<file path="src/design/bfa_pkg.sv">
// shared types, field widths and codes for the bitmap frame allocator
package bfa_pkg;

  localparam int FRAME_W       = 10;
  localparam int CFG_W         = 11;
  localparam int STATUS_W      = 2;
  localparam int IN_DATA_W     = 16;
  localparam int OUT_DATA_W    = 16;
  localparam int MAX_FRAMES_DEF = 1024;
  localparam int WORD_BITS_DEF  = 32;

  localparam logic [CFG_W-1:0] FRAME_COUNT_RST = 11'd1024;

  typedef enum logic [STATUS_W-1:0] {
    ST_ALLOC = 2'd0,
    ST_FREED = 2'd1,
    ST_NOOP  = 2'd2,
    ST_FULL  = 2'd3
  } status_t;

  typedef enum logic {
    OP_ALLOC = 1'b0,
    OP_FREE  = 1'b1
  } op_t;

  typedef struct packed {
    logic    start;
    logic    clr;
    logic    rd;
    logic    adv;
    logic    chk;
    logic    alloc_wr;
    logic    free_wr;
    logic    res_ld;
    status_t res_sel;
    logic    out_ld;
  } bfa_cmd_t;

  typedef struct packed {
    logic clr_last;
    logic req_noop;
    logic req_free;
    logic free_in_range;
    logic scan_ok;
    logic chk_vld;
    logic chk_hit;
    logic free_hit;
    logic out_free;
  } bfa_stat_t;

endpackage

</file>
<file path="src/design/bfa_ctrl.sv">
// controller state machine sequencing clear, scan, free and response
module bfa_ctrl (
  input  logic                clk,
  input  logic                rst_n,
  input  logic                in_tvalid,
  output logic                in_tready,
  input  bfa_pkg::bfa_stat_t  st,
  output bfa_pkg::bfa_cmd_t   cmd
);
  import bfa_pkg::*;

  typedef enum logic [2:0] {
    S_CLEAR,
    S_IDLE,
    S_DEC,
    S_SCAN,
    S_FSRCH,
    S_FWR,
    S_RESP
  } state_t;

  state_t state_r, state_nxt;
  logic   in_tready_r;

  always_comb begin
    cmd       = '0;
    state_nxt = state_r;
    unique case (state_r)
      S_CLEAR: begin
        cmd.clr = 1'b1;
        cmd.adv = 1'b1;
        if (st.clr_last) begin
          state_nxt = S_IDLE;
        end
      end
      S_IDLE: begin
        if (in_tvalid && in_tready_r) begin
          cmd.start = 1'b1;
          state_nxt = S_DEC;
        end
      end
      S_DEC: begin
        if (st.req_noop) begin
          cmd.res_ld  = 1'b1;
          cmd.res_sel = ST_NOOP;
          state_nxt   = S_RESP;
        end else if (!st.req_free) begin
          state_nxt = S_SCAN;
        end else if (!st.free_in_range) begin
          cmd.res_ld  = 1'b1;
          cmd.res_sel = ST_FREED;
          state_nxt   = S_RESP;
        end else begin
          state_nxt = S_FSRCH;
        end
      end
      S_SCAN: begin
        if (st.chk_hit) begin
          cmd.alloc_wr = 1'b1;
          cmd.res_ld   = 1'b1;
          cmd.res_sel  = ST_ALLOC;
          state_nxt    = S_RESP;
        end else if (st.scan_ok) begin
          cmd.rd  = 1'b1;
          cmd.adv = 1'b1;
          cmd.chk = 1'b1;
        end else if (!st.chk_vld) begin
          cmd.res_ld  = 1'b1;
          cmd.res_sel = ST_FULL;
          state_nxt   = S_RESP;
        end
      end
      S_FSRCH: begin
        if (st.free_hit) begin
          cmd.rd    = 1'b1;
          state_nxt = S_FWR;
        end else begin
          cmd.adv = 1'b1;
        end
      end
      S_FWR: begin
        cmd.free_wr = 1'b1;
        cmd.res_ld  = 1'b1;
        cmd.res_sel = ST_FREED;
        state_nxt   = S_RESP;
      end
      S_RESP: begin
        if (st.out_free) begin
          cmd.out_ld = 1'b1;
          state_nxt  = S_IDLE;
        end
      end
      default: begin
        state_nxt = S_CLEAR;
      end
    endcase
  end

  always_ff @(posedge clk) begin
    if (!rst_n) begin
      state_r     <= S_CLEAR;
      in_tready_r <= 1'b0;
    end else begin
      state_r     <= state_nxt;
      in_tready_r <= (state_nxt == S_IDLE);
    end
  end

  assign in_tready = in_tready_r;

endmodule

</file>
<file path="src/design/bfa_dp.sv">
// datapath: bitmap ram, word scan counters, request, result and output registers
module bfa_dp #(
  parameter int MAX_FRAMES = bfa_pkg::MAX_FRAMES_DEF,
  parameter int WORD_BITS  = bfa_pkg::WORD_BITS_DEF
) (
  input  logic                            clk,
  input  logic                            rst_n,
  input  logic                            cfg_wr_en,
  input  logic [bfa_pkg::CFG_W-1:0]       cfg_wr_data,
  input  logic [bfa_pkg::IN_DATA_W-1:0]   in_tdata,
  input  logic                            in_tuser,
  output logic                            out_tvalid,
  input  logic                            out_tready,
  output logic [bfa_pkg::OUT_DATA_W-1:0]  out_tdata,
  output logic [bfa_pkg::STATUS_W-1:0]    out_tuser,
  input  bfa_pkg::bfa_cmd_t               cmd,
  output bfa_pkg::bfa_stat_t              st
);
  import bfa_pkg::*;

  localparam int NWORDS = (MAX_FRAMES + WORD_BITS - 1) / WORD_BITS;
  localparam int ADDR_W = (NWORDS > 1) ? $clog2(NWORDS) : 1;
  localparam int CNT_W  = $clog2(NWORDS + 1);
  localparam int BW     = $clog2(WORD_BITS);
  localparam int AW     = $clog2(MAX_FRAMES + 2 * WORD_BITS + 1);
  localparam int VW0    = (AW > CFG_W) ? AW : CFG_W;
  localparam int VW     = (VW0 > FRAME_W) ? VW0 : FRAME_W;
  localparam int LIMIT_RST_I = (int'(FRAME_COUNT_RST) > MAX_FRAMES) ?
                               MAX_FRAMES : int'(FRAME_COUNT_RST);
  localparam int PAD_W  = OUT_DATA_W - FRAME_W - 3;

  localparam logic [VW-1:0]    MAXF      = VW'(MAX_FRAMES);
  localparam logic [VW-1:0]    WB_V      = VW'(WORD_BITS);
  localparam logic [VW-1:0]    LIMIT_RST = VW'(LIMIT_RST_I);
  localparam logic [CNT_W-1:0] LAST_WORD = CNT_W'(NWORDS - 1);

  logic [WORD_BITS-1:0] mem [NWORDS];
  logic [WORD_BITS-1:0] rdata_r;

  logic [CNT_W-1:0] addr_r;
  logic [VW-1:0]    base_r;
  logic             chk_vld_r;
  logic [CNT_W-1:0] chk_addr_r;
  logic [VW-1:0]    chk_base_r;
  logic [VW-1:0]    limit_r;
  logic [BW-1:0]    bit_r;

  op_t              req_op_r;
  logic [FRAME_W-1:0] req_cur_r;
  logic             req_sup_r;
  logic             req_wr_r;

  logic [FRAME_W-1:0] res_frame_r;
  logic             res_present_r;
  logic             res_writable_r;
  logic             res_user_r;
  status_t          res_status_r;

  logic             out_tvalid_r;
  logic [FRAME_W-1:0] out_frame_r;
  logic             out_present_r;
  logic             out_writable_r;
  logic             out_user_r;
  status_t          out_status_r;

  logic [VW-1:0]        cur_v;
  logic [VW-1:0]        cfg_v;
  logic [VW-1:0]        limit_nxt;
  logic [VW-1:0]        base_end;
  logic [VW-1:0]        bit_off;
  logic [VW-1:0]        found_frame;
  logic [WORD_BITS-1:0] zero_1h;
  logic [BW-1:0]        zero_idx;
  logic [WORD_BITS-1:0] free_mask;

  assign cur_v     = VW'(req_cur_r);
  assign cfg_v     = VW'(cfg_wr_data);
  assign limit_nxt = (cfg_v > MAXF) ? MAXF : cfg_v;
  assign base_end  = base_r + WB_V;
  assign bit_off   = cur_v - base_r;
  assign free_mask = WORD_BITS'(1) << bit_r;

  // lowest clear bit of the checked word, one-hot then encoded
  assign zero_1h = ~rdata_r & (rdata_r + WORD_BITS'(1));

  always_comb begin
    zero_idx = '0;
    for (int b = 0; b < WORD_BITS; b++) begin
      zero_idx = zero_idx | (zero_1h[b] ? BW'(b) : BW'(0));
    end
  end

  assign found_frame = chk_base_r + VW'(zero_idx);

  always_comb begin
    st               = '0;
    st.clr_last      = (addr_r == LAST_WORD);
    st.req_noop      = ((req_op_r == OP_ALLOC) && (req_cur_r != '0)) ||
                       ((req_op_r == OP_FREE) && (req_cur_r == '0));
    st.req_free      = (req_op_r == OP_FREE);
    st.free_in_range = (cur_v < MAXF);
    st.scan_ok       = (base_end <= limit_r);
    st.chk_vld       = chk_vld_r;
    st.chk_hit       = chk_vld_r && (rdata_r != '1);
    st.free_hit      = (cur_v < base_end);
    st.out_free      = !out_tvalid_r || out_tready;
  end

  // bitmap ram, one read and one write port
  always_ff @(posedge clk) begin
    if (cmd.rd) begin
      rdata_r <= mem[addr_r[ADDR_W-1:0]];
    end
    if (cmd.clr) begin
      mem[addr_r[ADDR_W-1:0]] <= '0;
    end else if (cmd.alloc_wr) begin
      mem[chk_addr_r[ADDR_W-1:0]] <= rdata_r | zero_1h;
    end else if (cmd.free_wr) begin
      mem[addr_r[ADDR_W-1:0]] <= rdata_r & ~free_mask;
    end
  end

  always_ff @(posedge clk) begin
    if (!rst_n) begin
      addr_r       <= '0;
      base_r       <= '0;
      chk_vld_r    <= 1'b0;
      limit_r      <= LIMIT_RST;
      out_tvalid_r <= 1'b0;
    end else begin
      if (cmd.start) begin
        addr_r <= '0;
        base_r <= '0;
      end else if (cmd.adv) begin
        addr_r <= addr_r + CNT_W'(1);
        base_r <= base_end;
      end
      chk_vld_r <= cmd.chk;
      if (cfg_wr_en) begin
        limit_r <= limit_nxt;
      end
      if (cmd.out_ld) begin
        out_tvalid_r <= 1'b1;
      end else if (out_tready) begin
        out_tvalid_r <= 1'b0;
      end
    end
  end

  always_ff @(posedge clk) begin
    if (cmd.start) begin
      req_op_r  <= op_t'(in_tuser);
      req_cur_r <= in_tdata[FRAME_W-1:0];
      req_sup_r <= in_tdata[FRAME_W];
      req_wr_r  <= in_tdata[FRAME_W+1];
    end
    if (cmd.chk) begin
      chk_addr_r <= addr_r;
      chk_base_r <= base_r;
    end
    if (cmd.rd) begin
      bit_r <= bit_off[BW-1:0];
    end
    if (cmd.res_ld) begin
      res_status_r <= cmd.res_sel;
      case (cmd.res_sel)
        ST_ALLOC: begin
          res_frame_r    <= found_frame[FRAME_W-1:0];
          res_present_r  <= 1'b1;
          res_writable_r <= req_wr_r;
          res_user_r     <= ~req_sup_r;
        end
        ST_NOOP: begin
          res_frame_r    <= (req_op_r == OP_ALLOC) ? req_cur_r : '0;
          res_present_r  <= 1'b0;
          res_writable_r <= 1'b0;
          res_user_r     <= 1'b0;
        end
        default: begin
          res_frame_r    <= '0;
          res_present_r  <= 1'b0;
          res_writable_r <= 1'b0;
          res_user_r     <= 1'b0;
        end
      endcase
    end
    if (cmd.out_ld) begin
      out_frame_r    <= res_frame_r;
      out_present_r  <= res_present_r;
      out_writable_r <= res_writable_r;
      out_user_r     <= res_user_r;
      out_status_r   <= res_status_r;
    end
  end

  assign out_tvalid = out_tvalid_r;
  assign out_tdata  = {{PAD_W{1'b0}}, out_user_r, out_writable_r, out_present_r,
                       out_frame_r};
  assign out_tuser  = out_status_r;

endmodule

</file>
<file path="src/design/bitmap_frame_allocator.sv">
// top level of the first-fit bitmap frame allocator
//
//  channel | direction | payload
//  cfg_    | in        | cfg_wr_data: frame_count
//  in_     | in        | tdata: current_frame, is_supervisor, is_writable; tuser: op
//  out_    | out       | tdata: frame, present, writable, user_access; tuser: status
//
// one request at a time; allocate scans the words below frame_count from word 0,
// one bitmap ram read a cycle, up to the first word with a clear bit, and reports
// full when they are all full; free of a frame in word k steps up to word k first
// after reset a clearing pass zeroes the MAX_FRAMES / WORD_BITS bitmap words (rounded up)
// with in_tready low; config writes are taken throughout
// a finished result waits in the output register while the next request is worked on
module bitmap_frame_allocator #(
  parameter int MAX_FRAMES = bfa_pkg::MAX_FRAMES_DEF,
  parameter int WORD_BITS  = bfa_pkg::WORD_BITS_DEF
) (
  input  logic                            clk,
  input  logic                            rst_n,
  input  logic                            cfg_wr_en,
  input  logic [bfa_pkg::CFG_W-1:0]       cfg_wr_data,   // frame_count
  input  logic                            in_tvalid,
  output logic                            in_tready,
  input  logic [bfa_pkg::IN_DATA_W-1:0]   in_tdata,      // current_frame, is_supervisor, is_writable
  input  logic                            in_tuser,      // op
  output logic                            out_tvalid,
  input  logic                            out_tready,
  output logic [bfa_pkg::OUT_DATA_W-1:0]  out_tdata,     // frame, present, writable, user_access
  output logic [bfa_pkg::STATUS_W-1:0]    out_tuser      // status
);
  import bfa_pkg::*;

  bfa_cmd_t  cmd;
  bfa_stat_t st;

  bfa_ctrl u_ctrl (
    .clk       (clk),
    .rst_n     (rst_n),
    .in_tvalid (in_tvalid),
    .in_tready (in_tready),
    .st        (st),
    .cmd       (cmd)
  );

  bfa_dp #(
    .MAX_FRAMES (MAX_FRAMES),
    .WORD_BITS  (WORD_BITS)
  ) u_dp (
    .clk         (clk),
    .rst_n       (rst_n),
    .cfg_wr_en   (cfg_wr_en),
    .cfg_wr_data (cfg_wr_data),
    .in_tdata    (in_tdata),
    .in_tuser    (in_tuser),
    .out_tvalid  (out_tvalid),
    .out_tready  (out_tready),
    .out_tdata   (out_tdata),
    .out_tuser   (out_tuser),
    .cmd         (cmd),
    .st          (st)
  );

endmodule

</file>
<file path="config.mk">
export PLATFORM = sky130hd
export DESIGN_NAME = bitmap_frame_allocator
export DESIGN_NICKNAME = d
export VERILOG_FILES = /design/src/design/bfa_pkg.sv /design/src/design/bfa_ctrl.sv /design/src/design/bfa_dp.sv /design/src/design/bitmap_frame_allocator.sv
export SDC_FILE = /design/constraint.sdc
export NUM_CORES = 1
export LEC_CHECK = 0
export BUFFER_PORTS_ARGS = -buffer_cell sky130_fd_sc_hd__buf_2
export CAP_MARGIN = 20
export CORE_MARGIN = 2
export CORE_UTILIZATION = 60
export CTS_CLUSTER_SIZE = 16
export DETAILED_ROUTE_END_ITERATION = 7
export PLACE_DENSITY_LB_ADDON = 0.3
export REMOVE_ABC_BUFFERS = 1
export SYNTH_ARGS = -nofsm -noshare
export SYNTH_HDL_FRONTEND = slang
export SYNTH_SLANG_ARGS = --single-unit
</file>
<file path="constraint.sdc">
create_clock -name clk -period 5.4 [get_ports clk]
set_input_delay 1.08 -clock clk [delete_from_list [all_inputs] [get_ports clk]]
set_output_delay 1.08 -clock clk [all_outputs]
set_load 0.005 [all_outputs]
</file>
==> metrics.txt <==
total power approximately 18000 uW; Worst Skew about 0.026 ns; die area around 77000 um^2; Worst path slowest cell a311o_2; largest cells by area after synthesis edfxtp_1, mux4_2, dfxtp_1, mux2_2, a21oi_1; max-cap violation count 0; drt total wl around 110000 um; first-pass GRT wire length 157300 um; delay of the slowest critical-path stage 0.74 ns; Worst Setup Start Kind flip-flop; largest net degree at the start of global routing 160; YS warnings 0; critical-path cell list nand4_1 -> nor3_2 -> a311o_2 -> buf_4 -> and4b_1 -> a41oi_1 -> nor2_4 -> buf_4; Post-CTS Setup Inserts 0; CTS tree yes; post-route worst setup slack approximately 1.2 ns; ANT nets after route 0; crit path kind reg2reg; PwrDens about 360 nW/um^2; cts repair resizes 0; routability cong. between 0.9 and 1; syn_area_per_cell 21.64 um^2; initial antenna violation count 0; H-tree depth 3; Slew Viols, Final 0; CP Capture Type flip-flop; Nets 2261; top_reg_cell synth edfxtp_1; P_leak approximately 0.017 uW; asr flop ratio synth 0; EDFF count, synth about 1100; highest ir drop seen on vdd 0.0002313 V; Final Critical Period 4.161 ns; number of top-level pins 53; DP Wirelength 56140 um; CTS hold repair buffers 0; cell taking the most area after synthesis edfxtp_1; # setup viols final 0; CTS root buf clkbuf_16; fmax 240.3 MHz; met1 usage 0.3987; Vias/cell 6.876; Worst-path clk slew roughly 0.060 ns; chip width roughly 280 um; Slew headroom 0.2281; layout overhead on the synthesized area 12.63%; Mapped Cells about 2100; 1st-iter DRT viols around 3000; vias in the first global route around 23000; setup_tns 0 ns; Routed WL per cell between 30 and 40 um; cell mode on critical path buf_4; DRC violation count after routing 0; layout cell share with drive strength beyond 1 0.3077; TritonRoute pass-1 iters 7; Die Ht ~280 um; Period Utilization, post-route 0.7705; worst-margin pin slew 1.158 ns; vias approximately 23000; total core area 74200 um^2; CTS Buffer Depth 3; met2 usage 0.4637; pre-CTS setup slack 1.271 ns; num rows 100; Arrival @ worst endpoint approximately 4.5 ns; count of cell types in the netlist 64; flops & latches, synth between 1000 and 1500; post-synthesis sequential area ratio 0.7587; initial core utilization 0.6046; Final Hold Viols 0; Hold WC Path Type reg2reg; antenna diode count 0; Total GRT Usage 0.2863; CP required between 5 and 6 ns; number of CTS-inserted buffers 110; RSZ-0062 raised after global routing no; count leader, synth edfxtp_1; clock sinks ~1100; Syn Std Cell Area ~45000 um^2; top cell type's share of synthesized area 0.7457; Crit Path Max Fanout 32; Worst-Skew Late Latency a little under 0.7 ns; total gr overflow 0; met3 Track Usage GR 0.04893; status complete, no violations; Synth top cells by count edfxtp_1, mux4_2, nor2_1; busiest grt layer met2; I/O Buffers 45
## cells in the final DEF, fill, tap and decap left out, types with 8 or more instances in the layout
cell type,n
nand3_1,14
a31oi_1,9
o211ai_1,8
and2_1,12
nand4_1,10
inv_1,34
a41oi_1,9
clkbuf_16,110
clkbuf_1,24
mux4_2,320
a21oi_2,19
clkinv_2,18
o21ai_0,51
nor2_4,32
ha_1,14
buf_4,67
clkinv_1,27
buf_12,12
buf_2,45
mux2_2,32
dfxtp_1,24
nor2_1,39
nand2_1,50
edfxtp_1,1114
bufinv_16,12
nor3_1,12
a21oi_1,38
a22o_1,10
## flip-flops by register name (all words and copies together), names as in the netlist, 2 cells and up
| name | count |
|---|---|
| u_ctrl.state_r | 3 |
| u_dp.addr_r | 6 |
| u_dp.base_r | 6 |
| u_dp.bit_r | 5 |
| u_dp.chk_addr_r | 5 |
| u_dp.chk_base_r | 5 |
| u_dp.limit_r | 11 |
| u_dp.mem | 1024 |
| u_dp.out_frame_r | 10 |
| u_dp.out_tuser | 2 |
| u_dp.rdata_r | 32 |
| u_dp.req_cur_r | 10 |
| u_dp.res_frame_r | 10 |
| u_dp.res_status_r | 2 |
## stage by stage
| step | cells | instance area (um^2) | hold slack, ns | util |
|---|---|---|---|---|
| final | 3273 | 50530 | 0.4217 | 0.6810 |
| after global placement | 3060 | 46820 | 0.4010 | 0.6311 |
| after floorplan | 1969 | 44310 | 0.4003 | - |
| after CTS | 3265 | 50390 | 0.4229 | 0.6792 |
| after detailed placement | 3063 | 46880 | 0.4054 | 0.6318 |
| after global routing | 3273 | 50530 | 0.4296 | 0.6810 |
## worst max-delay path: cells and delay by family, from the launching register on
family          cells  cell delay (ns)
compound gates      2             0.91
flops               1             0.51
buf+inv             2             1.03
simple gates        4             1.29
## kinds of logic after synthesis
logic type | Yosys count | share of synthesized area
compound gates | 191 | 0.02692
xor+xnor | 7 | 0.001367
fa+ha+maj | 14 | 0.003905
buf+inv | 140 | 0.01520
flops | 1143 | 0.7587
mux | 352 | 0.1687
other cells | 1 | 0.00008359
simple gates | 225 | 0.02519
## layer usage
layer	vias to the layer above	wire, um
met5	-	0
met4	0	4096
met3	235	9742
met2	1401	53700
met1	11835	40280
li1	9034	-
## final timing paths
check,slack [ns],startpoint,end,depth (start not counted)
max,1.24,u_dp.rdata_r[0],u_dp.mem[27][9],8
min,0.42,u_dp.res_user_r,u_dp.out_user_r,0
max reg2reg,1.24,u_dp.rdata_r[0],u_dp.mem[27][9],8
min reg2reg,0.42,u_dp.res_user_r,u_dp.out_user_r,0
## area by class of cell
cell class              instances  area, um^2
repair buffers                133        1112
clock buffers                 137        2884
clock inverters                65       631.9
flip-flops and latches       1143       34050
fillers                      4399       23670
multi-input cells             792       10510
well taps                     969        1212
inverters                      34       127.6
## power breakdown
part           internal (uW)  switching (uW)
registers               9690            62.7
logic                    360             427
clock network           4350            3210
(Power assumes the default switching activity.)
